File: config.mk
export PLATFORM = sky130hd
export DESIGN_NAME = pmst_relax_unit
export DESIGN_NICKNAME = d
export VERILOG_FILES = /design/src/design/assert_macros.svh /design/src/design/pmst_pkg.sv /design/src/design/pmst_relax_unit.sv
export SDC_FILE = /design/constraint.sdc
export NUM_CORES = 1
export LEC_CHECK = 0
export ABC_CLOCK_PERIOD_IN_PS = 3500
export BUFFER_PORTS_ARGS = -buffer_cell sky130_fd_sc_hd__buf_2
export CORE_MARGIN = 3
export CORE_UTILIZATION = 41
export DETAILED_ROUTE_END_ITERATION = 7
export GPL_ROUTABILITY_DRIVEN = 1
export PLACE_DENSITY = 0.81
export SYNTH_ARGS = -nofsm -noshare
export SYNTH_HDL_FRONTEND = slang
export SYNTH_SLANG_ARGS = --single-unit
File: constraint.sdc
create_clock -name vclk -period 3.5
set_clock_uncertainty 0.15 [all_clocks]
set_input_delay 0.35 -clock vclk [all_inputs]
set_output_delay 0.35 -clock vclk [all_outputs]
set_load 0.05 [all_outputs]
File: src/design/assert_macros.svh
// Assertion macros shared by the spanning tree block.
// No dependencies; included by the files that carry assertions.
`ifndef ASSERT_MACROS_SVH
`define ASSERT_MACROS_SVH

// Clocked check, switched off while reset is asserted (active low).
`define PMST_ASSERT(lbl, clk, rst_n, prop, msg) \
    lbl: assert property (@(posedge clk) disable iff (!rst_n) (prop)) else $error(msg);

// Clocked check that also holds during reset.
`define PMST_ASSERT_ALWAYS(lbl, clk, prop, msg) \
    lbl: assert property (@(posedge clk) (prop)) else $error(msg);

`endif

File: src/design/pmst_pkg.sv
// Shared constants and types of the spanning tree block.
// No dependencies; used by pmst_relax_unit and prim_minimum_spanning_tree.
package pmst_pkg;

    localparam int MAX_VERTICES_DEF = 16;
    localparam int WEIGHT_BITS_DEF  = 16;

    localparam int IDX_W    = 4;   // width of vertex index fields
    localparam int WIN_W    = 16;  // width of weight fields
    localparam int VCOUNT_W = 5;

    localparam logic [VCOUNT_W-1:0] VCOUNT_RESET = 5'd5;
    localparam int                  VCOUNT_MIN   = 2;

    // Result of one relax / min-compare step.
    typedef struct packed {
        logic upd;     // edge improves this vertex's key
        logic better;  // new key beats the running minimum
        logic free;    // vertex is still outside the tree
    } t_relax_flags;

endpackage

File: src/design/pmst_relax_unit.sv
// Shared compare unit: relaxes one key against an edge weight and compares
// the result with the running minimum. Depends on pmst_pkg.
module pmst_relax_unit #(
    parameter int WEIGHT_BITS = pmst_pkg::WEIGHT_BITS_DEF
) (
    input  logic [WEIGHT_BITS-1:0] i_weight,
    input  logic [WEIGHT_BITS:0]   i_key,
    input  logic                   i_in_tree,
    input  logic [WEIGHT_BITS:0]   i_min_key,
    output pmst_pkg::t_relax_flags o_flags,
    output logic [WEIGHT_BITS:0]   o_key_new
);

    logic [WEIGHT_BITS:0] w_ext;
    logic                 upd;

    assign w_ext = {1'b0, i_weight};
    // zero weight means no edge
    assign upd       = (i_weight != '0) && !i_in_tree && (w_ext < i_key);
    assign o_key_new = upd ? w_ext : i_key;

    assign o_flags.upd    = upd;
    assign o_flags.better = !i_in_tree && (o_key_new < i_min_key);
    assign o_flags.free   = !i_in_tree;

endmodule

* Yosys cells after proc, flatten, opt, wreduce, memory -nomap -nowiden
Cells that the tools add are included.
Widths: inputs -> output; s select.
** Operators by class
- Mux-type cells :: 1
- Reductions and logical operators :: 5
- Order comparisons :: 2
** Operators with widths (number)
- $lt 16x17->1 :: 1
- $lt 17x17->1 :: 1
- $mux 17 :: 1
- $reduce_bool 16->1 :: 1
- $logic_and 1x1->1 :: 3
- $logic_not 1->1 :: 1
** Word-level totals
- Register bits after elaboration :: 0
- Output and inout port bits :: 20
- Logic and storage cells :: 8
- Input port bits :: 51

* Longest topological paths before layout
- Depth after elaboration :: 6
- Gate-level depth with buffers :: 15
- Mapped depth without buffers :: 14

* Worst setup path after synthesis
No wires, ideal clock.
- Path type :: in2out
- Start point :: input i_key[14]
- End point :: output o_flags[1] (netlist name)
- Slack :: -0.678 ns
- Data required time :: 3.000 ns
- Buffers on the path :: 1
- Stages on the path :: 15
- Arrival :: 3.678 ns
- Path through :: inv_1 -> ha_1 -> nand4b_4 -> nor4_1 -> o31ai_1 -> nand3_2 -> buf_6 -> mux2_2 -> ha_1 -> a21o_1 -> a221o_1 -> a211oi_2 -> o211ai_1 -> a211oi_2 -> o31a_1
** RTL lines
- start: declaration :: line pmst_relax_unit.sv:7 : input logic [WEIGHT_BITS:0] i_key,
- end: declaration :: line pmst_relax_unit.sv:10 : output pmst_pkg::t_relax_flags o_flags,

==> results.py <==
metrics = {
    "placed_design": {
        "gp_congestion": 0.829,
        "portBuffers": 71,
        "hpwl_um": 3520,
        "dp_cells": 266,
    },
    "logic_synthesis": {
        "syn-num-nets": 223,
        "postSynthAreaPerCell_um2": 7.80,
        "syn-cell-area_um2": 1100,
        "synth_cell_type_count": 30,
        "synth_cells": 141,
        "ys.warnings.count": 0,
        "seq_area_frac_synth_pct": 0,
    },
    "sta": {
        "fmax_mhz": 235,
        "hold_viol_final": 0,
        "setup_viol": 1,
        "hold_ws_ns": 0.901,
        "relSlewSlack_pct": 72.7,
        "drv_slew": 0,
        "worst_pin_slew_ns": 0.406,
        "post-route-min-period_ns": 4.25,
        "period_share_pct": 121,
        "rsz0062_at_grt": "yes",
        "worst_slack_ns": -0.751,
        "setup-tns-final_ns": -0.751,
    },
    "critical_path": {
        "cp_max_fo": 4,
        "path_cells": "buf_6, ha_4, nand4_1, nor4_4, o31ai_2, nand3_2, buf_6, mux2_4, ha_4, a21o_1, a221o_1, a211oi_2, o211ai_1, a211oi_2, o31a_2, buf_8",
        "slowest_stage": "a221o_1",
        "arrival_ns": 3.75,
        "worst_path_largest_cell_delay_ns": 0.36,
        "criticalPathCategory": "in2out",
        "crit_path_end_kind": "output pin",
        "start_kind": "input pin",
        "critPathTopFamily": "compound AO/OA/AOI/OAI gates",
        "setup.worst_path.start": "i_weight[12]",
        "worstPathRequired_ns": 3.00,
        "critPathBufInv": 3,
    },
    "power_and_ir_drop": {
        "p_sw_share_pct": 54.7,
        "power.internal_w": 0.000186,
        "clkPwrFrac_pct": 0,
        "power.switching_w": 0.000225,
        "p_leak_nw": 1.17,
        "power.density_nw_per_um2": 189,
        "seqPwrFrac_pct": 0,
        "finalPower_w": 0.000411,
        "vdd_drop_max_mv": 0.158,
        "pwr-share-comb_pct": 100.0,
    },
    "final_layout": {
        "fin_cells": 270,
        "nets": 324,
        "mostFrequentLayoutCells": "56 x buf_2, 29 x buf_4, 25 x inv_1",
        "seq_cells": 0,
        "layout_commonest_cell": "buf_2",
        "fillers": 144,
        "multiInputGateArea_um2": 1250,
        "areaGrowthSynthToFinish_pct": 97.8,
        "num-clock-buffers": 0,
        "regArea_um2": 0,
        "final_util_pct": 86.3,
        "layout-drive-gt1-share_pct": 66.3,
        "antenna_cells": 0,
    },
    "routing": {
        "drt_iter0_drc": 84,
        "detail_route.vias_per_cell": 5.54,
        "wl_per_cell_um": 19.5,
        "first_pass_iters": 4,
        "vias": 1496,
        "drt_wl_total_um": 5260,
        "ant_nets": 0,
        "drcViolationCount": 0,
    },
    "global_route": {
        "grt_max_degree": 7,
        "grt_pass1_vias": 1677,
        "grt_usage_pct": 30.0,
        "overflow": 0,
        "antenna_found_initial": 0,
        "grt_pass1_wl_um": 7760,
    },
    "die": {
        "fp-row-count": 18,
        "die_x_um": 57.8,
        "dieArea_um2": 3340,
        "start_util_pct": 43.6,
        "io_pins": 71,
        "die_y_um": 57.8,
        "coreArea_um2": 2520,
    },
    "job": {
        "maxCapViolCount": 0,
    },
    "hold_path": {
        "hold_class": "in2out",
        "hp-start": "i_in_tree",
    },
    "outcome": {
        "status": "finished with violations",
        "violations": "setup timing",
    },
}
## per-stage QoR
stage	worst slack [ns]	instance area, um2
after floorplan	-0.259	1340
after global placement	-0.536	1920
after detailed placement	-0.745	1920
after CTS	-0.462	2140
after global routing	-0.855	2180
final	-0.751	2180
## kinds of logic (layout without fill, tap and decap cells)
kind of cell             Yosys count  after routing  share of synthesized area (%)
multiplexers                      15             15                           15.4
AO/OA/AOI/OAI                     30             30                           18.9
AND/OR/NAND/NOR                   27             27                           16.2
adder cells (fa/ha/maj)           31             31                           35.3
buffers and inverters             38            137                           14.3
## cell type report
cell class	count	share of cell area, %
Timing Repair Buffer	102	33.3
Multi-Input combinational cell	103	57.7
Inverter	35	7.30
Tap cell	30	1.73
## what timing repair did
action,in CTS,in global routing
endpoints found under the hold margin,0,0
endpoints found under the setup margin,1,1
cloned,0,0
resized for setup,43,8
setup buffers,4,0
hold buffers,0,0
pin swaps,15,2
## Yosys cell counts, drive strengths merged, types with 2 or more instances
cell    count  area (um2)
nor4        5        31.3
nand4       2        12.5
o211ai      2        15.0
buf         3        26.3
ha         31         388
a21o        4        30.0
mux2       15         169
a21oi       8        40.0
and4        3        26.3
o21a        2        15.0
nand2       5        18.8
inv        35         131
and3        2        13.8
nor2        3        11.3
nand3       4        25.0
a211oi      3        32.5
o21ai       5        25.0
## per-layer routing
layer  vias to the layer above  global-route usage [%]  routed length (um)
li1                        704                       -                   -
met1                       685                    31.9                1970
met4                         0                    14.6                 255
met3                        24                    3.34                 345
met5                         -                       0                   0
met2                        83                    57.4                2680
## tightest hold or removal path, delay by kind of cell
kind | cells | cell delay (ns)
buffers and inverters | 3 | 0.35
## path summary, 6_finish.rpt
path | depth (start not counted) | to
worst min-delay path | 3 | o_flags[0]
worst max-delay path | 16 | o_flags[1]
## power groups by stage
stage | logic (W) | registers [W] | clock network, W
after CTS | 0.000385 | 0 | 0
after global placement | 0.000333 | 0 | 0
after detailed placement | 0.000349 | 0 | 0
after global routing | 0.000434 | 0 | 0
after floorplan | 0.000229 | 0 | 0
final | 0.000411 | 0 | 0
Note: power is estimated with default switching activity, not from simulation.
